[src/ect_pkg.sv]
package ect_pkg;

   typedef enum logic [1:0] {
      KIND_TICK  = 2'd0,
      KIND_UP    = 2'd1,
      KIND_DOWN  = 2'd2,
      KIND_START = 2'd3
   } event_kind_type;

   typedef enum logic [1:0] {
      DIGIT_NONE     = 2'd0,
      DIGIT_ONES     = 2'd1,
      DIGIT_TENS     = 2'd2,
      DIGIT_HUNDREDS = 2'd3
   } digit_sel_type;

   typedef enum logic {
      CSR_TICKS_PER_SECOND = 1'b0,
      CSR_MAX_SECONDS      = 1'b1
   } csr_index_type;

   localparam int KindWidth    = 2;
   localparam int TickWidth    = 16;
   localparam int SecondsWidth = 10;
   localparam int SegWidth     = 7;
   localparam int CsrDataWidth = 16;
   localparam int ReqDataWidth = 8;
   localparam int RspDataWidth = 24;

   localparam logic [SecondsWidth-1:0] SECONDS_CAP   = 10'd999;
   localparam logic [SecondsWidth-1:0] RESET_SECONDS = 10'd30;
   localparam logic [TickWidth-1:0]    RESET_TICKS   = 16'd1000;

   typedef struct packed {
      logic                    relay_on;
      logic [SegWidth-1:0]     segments;
      digit_sel_type           digit_enable;
      logic [SecondsWidth-1:0] seconds_left;
   } result_type;

   function automatic logic [SegWidth-1:0] seg_decode(input logic [3:0] digit);
      logic [SegWidth-1:0] seg;
      case (digit)
         4'd0: seg = 7'h3F;
         4'd1: seg = 7'h06;
         4'd2: seg = 7'h5B;
         4'd3: seg = 7'h4F;
         4'd4: seg = 7'h66;
         4'd5: seg = 7'h6D;
         4'd6: seg = 7'h7D;
         4'd7: seg = 7'h07;
         4'd8: seg = 7'h7F;
         4'd9: seg = 7'h6F;
         default: seg = 7'h00;
      endcase
      return seg;
   endfunction

endpackage

[src/ect_digits.sv]
module ect_digits (
   input  logic [ect_pkg::SecondsWidth-1:0] value,
   input  ect_pkg::digit_sel_type           pos,
   output logic [ect_pkg::SegWidth-1:0]     segments
);
   import ect_pkg::*;

   // Constant-reciprocal division: v*205>>11 = v/10, v*41>>12 = v/100 for v < 1024.
   logic [17:0] prod10;
   logic [15:0] prod100;
   logic [6:0]  quot10;
   logic [3:0]  quot100;
   logic [3:0]  ones;
   logic [3:0]  tens;
   logic [3:0]  digit;
   logic [SecondsWidth-1:0] tens_x10;
   logic [6:0]  hund_x10;

   always_comb begin
      prod10   = 18'(value) * 18'd205;
      prod100  = 16'(value) * 16'd41;
      quot10   = prod10[17:11];
      quot100  = prod100[15:12];
      tens_x10 = SecondsWidth'(quot10) * SecondsWidth'(10);
      hund_x10 = 7'(quot100) * 7'd10;
      ones     = 4'(value - tens_x10);
      tens     = 4'(quot10 - hund_x10);
      case (pos)
         DIGIT_ONES:     digit = ones;
         DIGIT_TENS:     digit = tens;
         DIGIT_HUNDREDS: digit = quot100;
         default:        digit = ones;
      endcase
      segments = seg_decode(digit);
   end

endmodule

[src/ect_state.sv]
module ect_state (
   input  logic                             clock,
   input  logic                             reset,
   input  logic                             csr_we,
   input  ect_pkg::csr_index_type           csr_index,
   input  logic [ect_pkg::CsrDataWidth-1:0] csr_wdata,
   input  logic                             step,
   input  ect_pkg::event_kind_type          kind,
   output ect_pkg::result_type              result
);
   import ect_pkg::*;

   logic [TickWidth-1:0]    ticks_per_second_ff, ticks_per_second_in;
   logic [SecondsWidth-1:0] max_seconds_ff, max_seconds_in;
   logic [SecondsWidth-1:0] seconds_ff, seconds_in;
   logic                    running_ff, running_in;
   logic [TickWidth-1:0]    tick_count_ff, tick_count_in;
   digit_sel_type           position_ff, position_in;
   logic [SegWidth-1:0]     shown_seg_ff, shown_seg_in;
   digit_sel_type           shown_digit_ff, shown_digit_in;

   logic [SecondsWidth-1:0] limit;
   logic [TickWidth-1:0]    tick_inc;
   logic [SecondsWidth-1:0] tick_seconds;
   digit_sel_type           next_pos;
   logic [SegWidth-1:0]     digit_seg;

   ect_digits u_digits (
      .value    (seconds_in),
      .pos      (next_pos),
      .segments (digit_seg)
   );

   always_comb begin
      ticks_per_second_in = ticks_per_second_ff;
      max_seconds_in      = max_seconds_ff;
      if (csr_we) begin
         case (csr_index)
            CSR_TICKS_PER_SECOND: ticks_per_second_in = csr_wdata;
            CSR_MAX_SECONDS:      max_seconds_in = csr_wdata[SecondsWidth-1:0];
            default: ;
         endcase
      end
   end

   always_comb begin
      limit    = (max_seconds_ff > SECONDS_CAP) ? SECONDS_CAP : max_seconds_ff;
      tick_inc = tick_count_ff + 1'b1;
      tick_seconds = (seconds_ff != '0) ? seconds_ff - 1'b1 : seconds_ff;

      seconds_in     = seconds_ff;
      running_in     = running_ff;
      tick_count_in  = tick_count_ff;

      case (kind)
         KIND_UP: begin
            if (!running_ff && seconds_ff < limit) seconds_in = seconds_ff + 1'b1;
         end
         KIND_DOWN: begin
            if (!running_ff && seconds_ff != '0) seconds_in = seconds_ff - 1'b1;
         end
         KIND_START: begin
            if (seconds_ff != '0) running_in = 1'b1;
         end
         default: begin
            if (running_ff) begin
               tick_count_in = tick_inc;
               if (tick_inc >= ticks_per_second_ff) begin
                  tick_count_in = '0;
                  seconds_in    = tick_seconds;
                  if (tick_seconds == '0) running_in = 1'b0;
               end
            end
         end
      endcase

      // Next digit position, wrapping to ones and skipping blanked leading zeros.
      case (position_ff)
         DIGIT_ONES:     next_pos = (seconds_in < 10'd10) ? DIGIT_ONES : DIGIT_TENS;
         DIGIT_TENS:     next_pos = (seconds_in < 10'd100) ? DIGIT_ONES : DIGIT_HUNDREDS;
         default:        next_pos = DIGIT_ONES;
      endcase
   end

   always_comb begin
      position_in    = position_ff;
      shown_seg_in   = shown_seg_ff;
      shown_digit_in = shown_digit_ff;

      if (kind == KIND_TICK) begin
         position_in    = next_pos;
         shown_seg_in   = digit_seg;
         shown_digit_in = next_pos;
      end

      result.relay_on     = running_in;
      result.segments     = shown_seg_in;
      result.digit_enable = shown_digit_in;
      result.seconds_left = seconds_in;
   end

   always_ff @(posedge clock) begin
      if (reset) begin
         ticks_per_second_ff <= RESET_TICKS;
         max_seconds_ff      <= SECONDS_CAP;
      end else begin
         ticks_per_second_ff <= ticks_per_second_in;
         max_seconds_ff      <= max_seconds_in;
      end
   end

   always_ff @(posedge clock) begin
      if (reset) begin
         seconds_ff     <= RESET_SECONDS;
         running_ff     <= 1'b0;
         tick_count_ff  <= '0;
         position_ff    <= DIGIT_ONES;
         shown_seg_ff   <= '0;
         shown_digit_ff <= DIGIT_NONE;
      end else if (step) begin
         seconds_ff     <= seconds_in;
         running_ff     <= running_in;
         tick_count_ff  <= tick_count_in;
         position_ff    <= position_in;
         shown_seg_ff   <= shown_seg_in;
         shown_digit_ff <= shown_digit_in;
      end
   end

endmodule

[src/exposure_countdown_timer_display.sv]
// Channel   Direction  Payload
// req_      in         tdata[1:0] event_kind
// rsp_      out        tdata[0] relay_on, [7:1] segments, [9:8] digit_enable,
//                      [19:10] seconds_left
// csr_      in         we, index (0 ticks_per_second, 1 max_seconds), wdata
//
// One request per cycle sustained while rsp_tready is high; a request passes through
// the request register, the combinational state update and the response register.
// Synchronous reset restores timer state and settings and clears both valid flags.
// When rsp_tready is low the response holds and one more request is buffered.
module exposure_countdown_timer_display (
   input  logic                             clock,
   input  logic                             reset,
   input  logic                             req_tvalid,
   output logic                             req_tready,
   input  logic [ect_pkg::ReqDataWidth-1:0] req_tdata,  // [1:0] event_kind
   output logic                             rsp_tvalid,
   input  logic                             rsp_tready,
   // [0] relay_on, [7:1] segments, [9:8] digit_enable, [19:10] seconds_left
   output logic [ect_pkg::RspDataWidth-1:0] rsp_tdata,
   input  logic                             csr_we,
   input  logic                             csr_index,
   input  logic [ect_pkg::CsrDataWidth-1:0] csr_wdata
);
   import ect_pkg::*;

   logic           req_valid_ff, req_valid_in;
   event_kind_type req_kind_ff, req_kind_in;
   logic           rsp_valid_ff, rsp_valid_in;
   result_type     rsp_data_ff, rsp_data_in;
   logic           advance;
   result_type     result;

   assign advance    = req_valid_ff && (!rsp_valid_ff || rsp_tready);
   assign req_tready = !req_valid_ff || advance;

   ect_state u_state (
      .clock     (clock),
      .reset     (reset),
      .csr_we    (csr_we),
      .csr_index (csr_index_type'(csr_index)),
      .csr_wdata (csr_wdata),
      .step      (advance),
      .kind      (req_kind_ff),
      .result    (result)
   );

   always_comb begin
      req_valid_in = req_valid_ff;
      req_kind_in  = req_kind_ff;
      if (req_tready) begin
         req_valid_in = req_tvalid;
         req_kind_in  = event_kind_type'(req_tdata[KindWidth-1:0]);
      end
      rsp_valid_in = rsp_valid_ff;
      rsp_data_in  = rsp_data_ff;
      if (advance) begin
         rsp_valid_in = 1'b1;
         rsp_data_in  = result;
      end else if (rsp_tready) begin
         rsp_valid_in = 1'b0;
      end
   end

   always_ff @(posedge clock) begin
      if (reset) begin
         req_valid_ff <= 1'b0;
         rsp_valid_ff <= 1'b0;
      end else begin
         req_valid_ff <= req_valid_in;
         rsp_valid_ff <= rsp_valid_in;
      end
   end

   always_ff @(posedge clock) begin
      req_kind_ff <= req_kind_in;
      rsp_data_ff <= rsp_data_in;
   end

   assign rsp_tvalid = rsp_valid_ff;
   assign rsp_tdata  = {4'b0000,
                        rsp_data_ff.seconds_left,
                        rsp_data_ff.digit_enable,
                        rsp_data_ff.segments,
                        rsp_data_ff.relay_on};

endmodule

[config.mk]
export PLATFORM = sky130hd
export DESIGN_NAME = exposure_countdown_timer_display
export DESIGN_NICKNAME = d
export VERILOG_FILES = /design/src/ect_pkg.sv /design/src/ect_digits.sv /design/src/ect_state.sv /design/src/exposure_countdown_timer_display.sv
export SDC_FILE = /design/constraint.sdc
export NUM_CORES = 1
export LEC_CHECK = 0
export ABC_AREA = 1
export CAP_MARGIN = 10
export CORE_MARGIN = 3
export CORE_UTILIZATION = 55
export DETAILED_ROUTE_END_ITERATION = 16
export DONT_BUFFER_PORTS = 1
export MAX_ROUTING_LAYER = met4
export PLACE_DENSITY_LB_ADDON = 0.12
export SETUP_SLACK_MARGIN = 0.05
export SLEW_MARGIN = 10
export SYNTH_ARGS = -nofsm -noshare
export SYNTH_HDL_FRONTEND = slang
export SYNTH_SLANG_ARGS = --single-unit
[constraint.sdc]
create_clock -name clock -period 16.5 [get_ports clock]
set_input_delay 2.475 -clock clock [delete_from_list [all_inputs] [get_ports clock]]
set_output_delay 2.475 -clock clock [all_outputs]
set_load 0.005 [all_outputs]
* Yosys cells after proc, flatten, opt, wreduce, memory -nomap -nowiden
Memory sizes are Yosys's and may differ from the RTL's.
Index checks and enable logic that the tools add are counted.
** Storage, ports and cells
- Register bits :: 88
- Memory bits (read-only) :: 112
- Input port bits :: 30
- Output and inout bits :: 26
- Word-level logic and storage cells :: 78
- Memories kept :: 1
** Operators by class
- Add/sub/neg operators :: 5
- Multipliers :: 4
- Magnitude comparators :: 5
- Eq/ne operators :: 7
- Muxes and demuxes :: 21
- Bitwise logic cells :: 2
- Reduce and logical (&&, ||, !) cells :: 18
** Memory list
- (name not given) :: depth 16, bits a word 7, read ports 1, clocked after memory_dff 0, wr ports 0, line ect_pkg.sv:43 : case (digit)
** Operator list (count)
- 10-bit 2-to-1 mux :: 6
- 10-bit one-hot mux with 3 select lines :: 1
- 10-bit by 8-bit multiplier with 18-bit output (second input constant) :: 1
- 16-bit by 1-bit adder with 16-bit output (second input constant) :: 1
- 16-bit greater-or-equal comparator :: 1
- 10-bit by 6-bit multiplier with 16-bit output (second input constant) :: 1
- 16-bit 2-to-1 mux :: 1
- 10-bit by 1-bit adder with 10-bit output (second input constant) :: 1
- 2-bit == test (second input constant) :: 5
- 10-bit > comparator (second input constant) :: 1
- 10-bit zero test :: 1
- 10-bit < comparator :: 1
- 10-bit by 4-bit < comparator with 1-bit output (second input constant) :: 1
- 10-bit by 7-bit < comparator with 1-bit output (second input constant) :: 1
- 10-bit nonzero test :: 1
- 10-bit by 1-bit subtractor with 10-bit output (second input constant) :: 1
- 4-bit one-hot mux with 2 select lines :: 1
- 4-bit subtractor :: 2
- 7-bit by 3-bit multiplier with 3-bit output (second input constant) :: 1
- 7-bit 2-to-1 mux :: 1
- 1-bit 2-to-1 mux :: 6
- 2-bit 2-to-1 mux :: 3
- 2-bit AND reduction :: 3
- 2-bit by 1-bit == test with 1-bit output (second input constant) :: 2
- other kinds (12) :: 18

* Longest topological paths before layout
Gate-level depths: netlist of run 1.
An unclocked memory read counts as a cell.
- Depth after elaboration :: 13
- Mapped depth :: 53
- Depth with buffers taken out :: 52

* By module
A second synthesis of run 1 with hierarchy kept.
** Second synthesis, totals
- Cells, all modules :: 1159
- Area, all modules :: 8244.2 um^2
** By module, submodules not included
- ect_state :: times used 1, cells an instance 715, area an instance 4657.0 um^2, seq. area each 1281.2 um^2
- ect_digits :: times used 1, cells an instance 407, area an instance 2808.9 um^2, seq. area each 0.0 um^2
- exposure_countdown_timer_display :: times used 1, cells an instance 37, area an instance 778.2 um^2, seq. area each 700.7 um^2

* Least setup slack after synthesis of run 1
OpenSTA, ideal clock, no wires.
- Kind :: reg2reg
- From :: reg u_state.tick_count_ff[0]
- To :: reg rsp_data_ff (netlist bit rsp_tdata[4]), data pin
- Library setup time :: 0.272 ns
- Arrival time :: 7.786 ns
- Data required time :: 16.228 ns
- Slack :: 8.442 ns
- Cell stages (with the launch flop) :: 48
- Path buffers :: 1
- Period minus slack after synthesis :: 8.058 ns
- Path through :: dfxtp_1 ha_1 nand2_1 nor2_1 nand3_1 nor3_1 nand3_1 nor3_1 nand3_1 xnor2_1 ha_1 nand2_1 nor4_2 nand3_1 nand3_2 nand2_2 clkbuf_1 a21oi_1 [12 not listed] o31ai_1 a21o_1 xor2_1 inv_1 ha_1 inv_1 fa_1 nand3b_1 nand2_1 inv_2 nand2_4 inv_2 nand2_1 nand2_1 nand3_1 nand2_1 clkinv_1 a22oi_2
** RTL lines
- from (decl) :: line ect_state.sv:17 : logic [TickWidth-1:0] tick_count_ff, tick_count_in;
- from (signal assigned) :: line ect_state.sv:123 : tick_count_ff <= tick_count_in;
- to (signal assigned) :: line exposure_countdown_timer_display.sv:77 : rsp_data_ff <= rsp_data_in;
- to (decl) :: line exposure_countdown_timer_display.sv:30 : result_type rsp_data_ff, rsp_data_in;

==> out/metrics.cfg, run 1 <==
[hold_path]
hp-class=flip-flop to flip-flop
hold_path_depth=2
hold_path_startpoint=u_state.shown_digit_ff[1]

[clocking]
hold_buffers=0
post-cts-setup-buffers=0
cts_tree=done
clk_path_buf_depth=2
cts_resized=0
h-tree-depth=3
clk_latency_ns=0.35
numCtsBuffers=9
clockRootBuffer=clkbuf_16
clkTransAtPathRegs_ns=0.07
cts_sinks=88

[timing]
worstMarginPinSlew_ns=1.02
fin_setup_tns_ns=0
hold_viol=0
clock_skew_ns=0.0103
min_period_over_period_pct=57.0
period_needed_ns=9.40
maxSlewHeadroom_pct=31.7
grt_setup_unrepaired=no
finalSetupViolCount=0
maxSlewViolCount=0
fmax_mhz=106

[synthesis]
syn-instance-count=1034
synthFlopType=dfxtp_1
syn-mean-instance-area_um2=7.76
async_flop_share_pct=0
syn_area_mm2=0.00803
synth_seq_cells=88
synth_edf_count=22
yosysWarnings=0
yosys.cell_types.count=59
yosysSeqAreaShare_pct=24.7

[grt]
antenna_found_initial=0
grt-ovfl-total=0
grt_pass1_vias=6032
grt_pass1_wl_um=29300
grt.total_usage_pct=22.9
grt_max_degree=37

[worst_setup_path]
path_max_fanout=15
slowest_delay_ns=0.55
reg2reg_depth=45
critPathLaunch=u_state.tick_count_ff[0]
path_class=flip-flop to flip-flop
timing.rr.start=u_state.tick_count_ff[0]
critical_path.slowest_cell=fa_1
cpMostUsedCell=inv_1
start_kind=flip-flop
critPathCaptureType=flip-flop
critical_path_arrival_ns=9.62
required_ns=16.72

[drt]
drtIter0Drc=383
routed_wl_um=17500
firstDrtPassIters=4
routedWlPerCell_um=14.6
ant_nets=0
vias=6374
drc=0
routed_via_density=5.31

[floorplan]
pin_count=56
core_area_mm2=0.0141
die_h_um=127
die_area_mm2=0.0161
rows=43
die_w_um=127
initial_core_util_pct=57.0

[finish]
drive_gt1_share_pct=7.93
area_growth_pct=4.72
final_util_pct=59.6
diodes=0
nets=1188

[power_and_ir_drop]
power_mw=1.31
p_leak_nw=4.29
power_density_mw_per_mm2=156
ir_drop_mv=0.198

[place]
gp_congestion=0.925
port_buffers=0
dpl.hpwl_um=13900

[status]
status=completed

[run]
cap_viol_max_count=0

[cells by family after synthesis]
kind of cell               share of synthesized area (%)
and+or+nand+nor                                     22.2
buffers and inverters                               11.1
AOI/OAI and AO/OA                                   13.5
adders and majority gates                           24.2
DFF                                                 24.7
xor gates and xnor gates                            4.35
other                                             0.0467
[routing by layer]
metal	up-vias	GRT usage, %	wire (µm)
li1	3354	-	-
met1	2875	30.8	8490
met2	121	36.2	7900
met3	24	3.49	799
met4	0	5.99	303
met5	-	-	0
[final timing paths]
| kind | to | slack, ns |
|---|---|---|
| max | rsp_tdata[7] | 7.10 |
| min | u_state.shown_digit_ff[1] | 0.46 |
| max reg2reg | rsp_tdata[7] | 7.10 |
| min reg2reg | u_state.shown_digit_ff[1] | 0.46 |
[synthesized netlist by cell type (8+ instances only)]
cell type  count  area, µm²
xor2_1        32        280
inv_2         10       37.5
o21ai_0       43        215
dfxtp_1       66       1320
o211ai_1      21        158
a22oi_1       15        113
nor2_1        61        229
nand2_2        8       50.1
nand2_1      176        661
ha_1         120       1500
edfxtp_1      22        661
nand3_2       14        140
inv_1        171        642
fa_1          22        440
a21oi_1       65        325
clkbuf_1      20       75.1
nand3_1       68        340
[where the power goes]
| part | leakage [nW] | internal [mW] | switching (mW) |
|---|---|---|---|
| clock network | 0.148 | 0.121 | 0.0958 |
| registers | 0.753 | 0.239 | 0.0117 |
| logic | 3.39 | 0.309 | 0.538 |
[critical path: cells and delay by family, from the launching register on]
kind / cells / cell delay (ns)
compound gates: 6 / 1.09
xor+xnor: 2 / 0.64
fa+ha+maj: 9 / 3.30
buf+inv: 9 / 0.73
flops: 1 / 0.42
simple gates: 19 / 3.10
[registers in the layout, indices dropped and copies added, names as in the netlist]
signal and cells:
u_state.shown_digit_ff 2, u_state.running_ff 1, rsp_tdata 20, u_state.max_seconds_ff 10
u_state.seconds_ff 10, u_state.ticks_per_second_ff 16, req_valid_ff 1, u_state.position_ff 2
u_state.shown_seg_ff 7, req_kind_ff 2, rsp_tvalid 1, u_state.tick_count_ff 16
[cell type report]
| class | instances | area [µm²] |
|---|---|---|
| fillers | 1353 | 5690 |
| multi-input cells | 729 | 5170 |
| flip-flops and latches | 88 | 1980 |
| inverters | 186 | 704 |
| clock buffers | 9 | 225 |
| well taps | 180 | 225 |
| clock inverters | 7 | 87.6 |
| repair buffers | 2 | 15.0 |
[cells in the final DEF, fill, tap and decap left out, types with 32 or more instances in the layout]
| master | n |
|---|---|
| xor2_1 | 32 |
| nor2_1 | 61 |
| nand3_1 | 68 |
| dfxtp_1 | 66 |
| nand2_1 | 176 |
| a21oi_1 | 65 |
| ha_1 | 120 |
| inv_1 | 171 |
| o21ai_0 | 43 |
[stage by stage]
stage	area (µm²)	hold WS, ns	std cells	setup WS [ns]
floorplan	8040	0.435	1037	8.44
global placement	8100	0.450	1185	7.21
detailed placement	8100	0.456	1185	7.12
CTS	8410	0.467	1201	7.07
global route	8410	0.480	1201	6.34
finish	8410	0.465	1201	7.10
Power figures use the tool's default switching activity.
==> run 2, diff against run 1 <==
--- a/config.mk
+++ b/config.mk
@@ -5,7 +5,7 @@
 export SDC_FILE = /design/constraint.sdc
 export NUM_CORES = 1
 export LEC_CHECK = 0
-export ABC_AREA = 1
+export ABC_AREA = 0
 export CAP_MARGIN = 10
 export CORE_MARGIN = 3
 export CORE_UTILIZATION = 55
==> constraint.sdc (replaced) <==
create_clock -name clock -period 8.75 [get_ports clock]
set_input_delay 1.3125 -clock clock [delete_from_list [all_inputs] [get_ports clock]]
set_output_delay 1.3125 -clock clock [all_outputs]
set_load 0.005 [all_outputs]
==> out/metrics.cfg, run 2 <==
[worst_setup_path]
start_kind=flip-flop
r2r_slack_ns=-0.24  ; -7.34 ns
reg2reg_depth=42  ; -6.7%
cpMostUsedCell=xnor2_2
critPathCaptureType=flip-flop
timing.rr.start=u_state.tick_count_ff[1]
critical_path_arrival_ns=9.12  ; -0.50 ns
slowest_delay_ns=0.50  ; -0.05 ns
path_max_fanout=5  ; -10
path_class=flip-flop to flip-flop
r2r-end=rsp_tdata[7]
required_ns=8.88  ; -7.84 ns
critical_path.slowest_cell=or4_4
critPathLaunch=u_state.tick_count_ff[1]

[finish]
nets=1273  ; +7.2%
fillers=1150  ; -15%
final_common_cell=buf_4
layout_common_cells=buf_4 (129), ha_1 (114), inv_1 (104)
drive_gt1_share_pct=21.5  ; +14 points
largest_register_ffs=20  ; unchanged
diodes=0  ; unchanged
area_growth_pct=21.5
final_util_pct=70.1  ; +10 points

[timing]
grt_setup_unrepaired=yes
period_needed_ns=8.99  ; -0.414 ns
min_period_over_period_pct=103  ; +46 points
maxSlewHeadroom_pct=32.1  ; +0.43 points
hold_viol=0  ; unchanged
fmax_mhz=111  ; +4.6%
fin_setup_tns_ns=-2.07  ; -2.07 ns
layout_setup_ws_ns=-0.238  ; -7.34 ns
clock_skew_ns=0.00946  ; -0.000882 ns
worstMarginPinSlew_ns=1.01  ; -0.00645 ns
maxSlewViolCount=0  ; unchanged
finalSetupViolCount=14  ; +14

[place]
gp_congestion=1.01  ; +9.5%
port_buffers=0  ; unchanged
dpl.hpwl_um=16800  ; +21%

[drt]
routedWlPerCell_um=17.3  ; +19%
drc=0  ; unchanged
ant_nets=0  ; unchanged
routed_via_density=5.95  ; +12%
firstDrtPassIters=6  ; +2
drtIter0Drc=607  ; +58%
vias=7649  ; +20%
routed_wl_um=22300  ; +27%

[synthesis]
yosys-top-cells-count=ha_1 (120), inv_1 (108), nand2_1 (100), nor2_1 (69), a21oi_1 (67)
synth.area.top_cells=ha_1 (18%), dfxtp_1 (16%), edfxtp_1 (8.1%)
synth_seq_cells=88  ; unchanged
syn-mean-instance-area_um2=8.19  ; +5.5%
synth_most_common_cell=ha_1
synthFlopType=dfxtp_1
async_flop_share_pct=0  ; unchanged
yosysWarnings=0  ; unchanged
syn_area_mm2=0.00819  ; +2.1%
synth_top_cell_by_area=ha_1
synth_top_area_share_pct=18.3  ; -0.38 points
yosysSeqAreaShare_pct=24.2  ; -0.50 points
yosys.cell_types.count=82  ; +39%
synth_edf_count=22  ; unchanged
syn-instance-count=1000  ; -3.3%

[grt]
grt.total_usage_pct=27.9  ; +5.0 points
grt_max_degree=41  ; +11%
grt_pass1_wl_um=35700  ; +22%
grt-ovfl-total=0  ; unchanged
antenna_found_initial=0  ; unchanged
grt_pass1_vias=7221  ; +20%

[power_and_ir_drop]
power_mw=2.74  ; +110%
power_density_mw_per_mm2=275  ; +76%
p_leak_nw=4.61  ; +7.4%
ir_drop_mv=0.395  ; +100%

[clocking]
h-tree-depth=3  ; unchanged
clk_path_buf_depth=2  ; unchanged
clockRootBuffer=clkbuf_16
cts_sinks=88  ; unchanged
clkTransAtPathRegs_ns=0.07  ; about the same
clk_latency_ns=0.37  ; +0.02 ns
cts_tree=done
numCtsBuffers=9  ; unchanged
hold_buffers=0  ; unchanged

[hold_path]
hp-class=flip-flop to flip-flop
hold_path_depth=2  ; unchanged
hold_path_startpoint=u_state.ticks_per_second_ff[1]
min_to=u_state.ticks_per_second_ff[1]

[floorplan]
die_area_mm2=0.0164  ; +2.0%
initial_core_util_pct=57.7  ; +0.73 points
die_w_um=128  ; +0.98%
rows=43  ; unchanged
core_area_mm2=0.0142  ; +0.76%
die_h_um=128  ; +0.98%
pin_count=56  ; unchanged

[status]
violations=negative setup slack
status=complete, but fails checks

[run]
cap_viol_max_count=0  ; unchanged

run 2: final cells by class:
cell class                 instances  area (µm²)  share of cell area [%]
clock buffer                       9         225                    2.26
clock inverter                     7        67.6                   0.679
inverter                         109         414                    4.16
multi-input combinational        759        6010                    60.3
sequential                        88        1990                    20.0
tap                              180         225                    2.26
timing repair buffer             134        1020                    10.3
run 2: routing by layer:
| layer | part of all wire (%) | up-vias | track usage (%) |
|---|---|---|---|
| met2 | 48 | 216 | 45.3 |
| met4 | 2.1 | 0 | 8.61 |
| met3 | 4.8 | 45 | 3.33 |
| met5 | 0 | - | - |
| li1 | - | 3775 | - |
| met1 | 45 | 3613 | 36.6 |
run 2: logic make-up (layout without fill, tap and decap cells):
group | after synthesis | in the layout | share of synthesized area (%)
other cells | 1 | 4 | 0.0458
simple gates | 326 | 326 | 19.7
fa+ha+maj | 142 | 142 | 23.7
mux | 6 | 6 | 0.809
flops | 88 | 88 | 24.2
buf+inv | 157 | 259 | 7.54
compound gates | 246 | 247 | 20.4
xor+xnor | 34 | 34 | 3.63
run 2: worst max path at each step:
stage | slack (ns) | cells past startpoint | endpoint
6_report | -0.24 | 42 | rsp_tdata[7]
5_1_grt | -0.58 | 39 | rsp_tdata[3]
4_1_cts | -0.28 | 42 | rsp_tdata[4]
3_5_place_dp | -0.55 | 42 | rsp_tdata[7]
3_3_place_gp | -0.47 | 42 | rsp_tdata[7]
2_1_floorplan | -0.13 | 38 | rsp_tdata[3]
run 2: timing repair:
item | 4_1_cts | 5_1_grt
setup endpoints to repair | 14 | 14
setup buffers | 5 | 3
cloned | 1 | 0
pin swaps | 36 | 23
gates resized for setup | 28 | 24
run 2: power breakdown:
part | internal, mW | switching [mW] | total [mW]
sequential | 0.443 | 0.0143 | 0.457
clock | 0.201 | 0.186 | 0.387
combinational | 0.900 | 0.997 | 1.90
total | 1.54 | 1.20 | 2.74
run 2: worst max-delay path: cells and delay by family, from the launching register on:
family	cells	cell delay [ns]
adders and majority gates	9	2.92
AOI/OAI and AO/OA	10	2.03
and+or+nand+nor	10	1.87
xor gates and xnor gates	6	1.08
buffers and inverters	7	0.53
DFF	1	0.37
run 2: through the flow:
step                instances  hold WS (ns)  worst slack [ns]  cell area (µm²)
global route             1286         0.481            -0.581             9950
finish                   1286         0.464            -0.238             9950
CTS                      1283         0.458            -0.278             9810
floorplan                1003         0.432            -0.132             8360
detailed placement       1263         0.445            -0.553             9340
global placement         1263         0.437            -0.474             9340
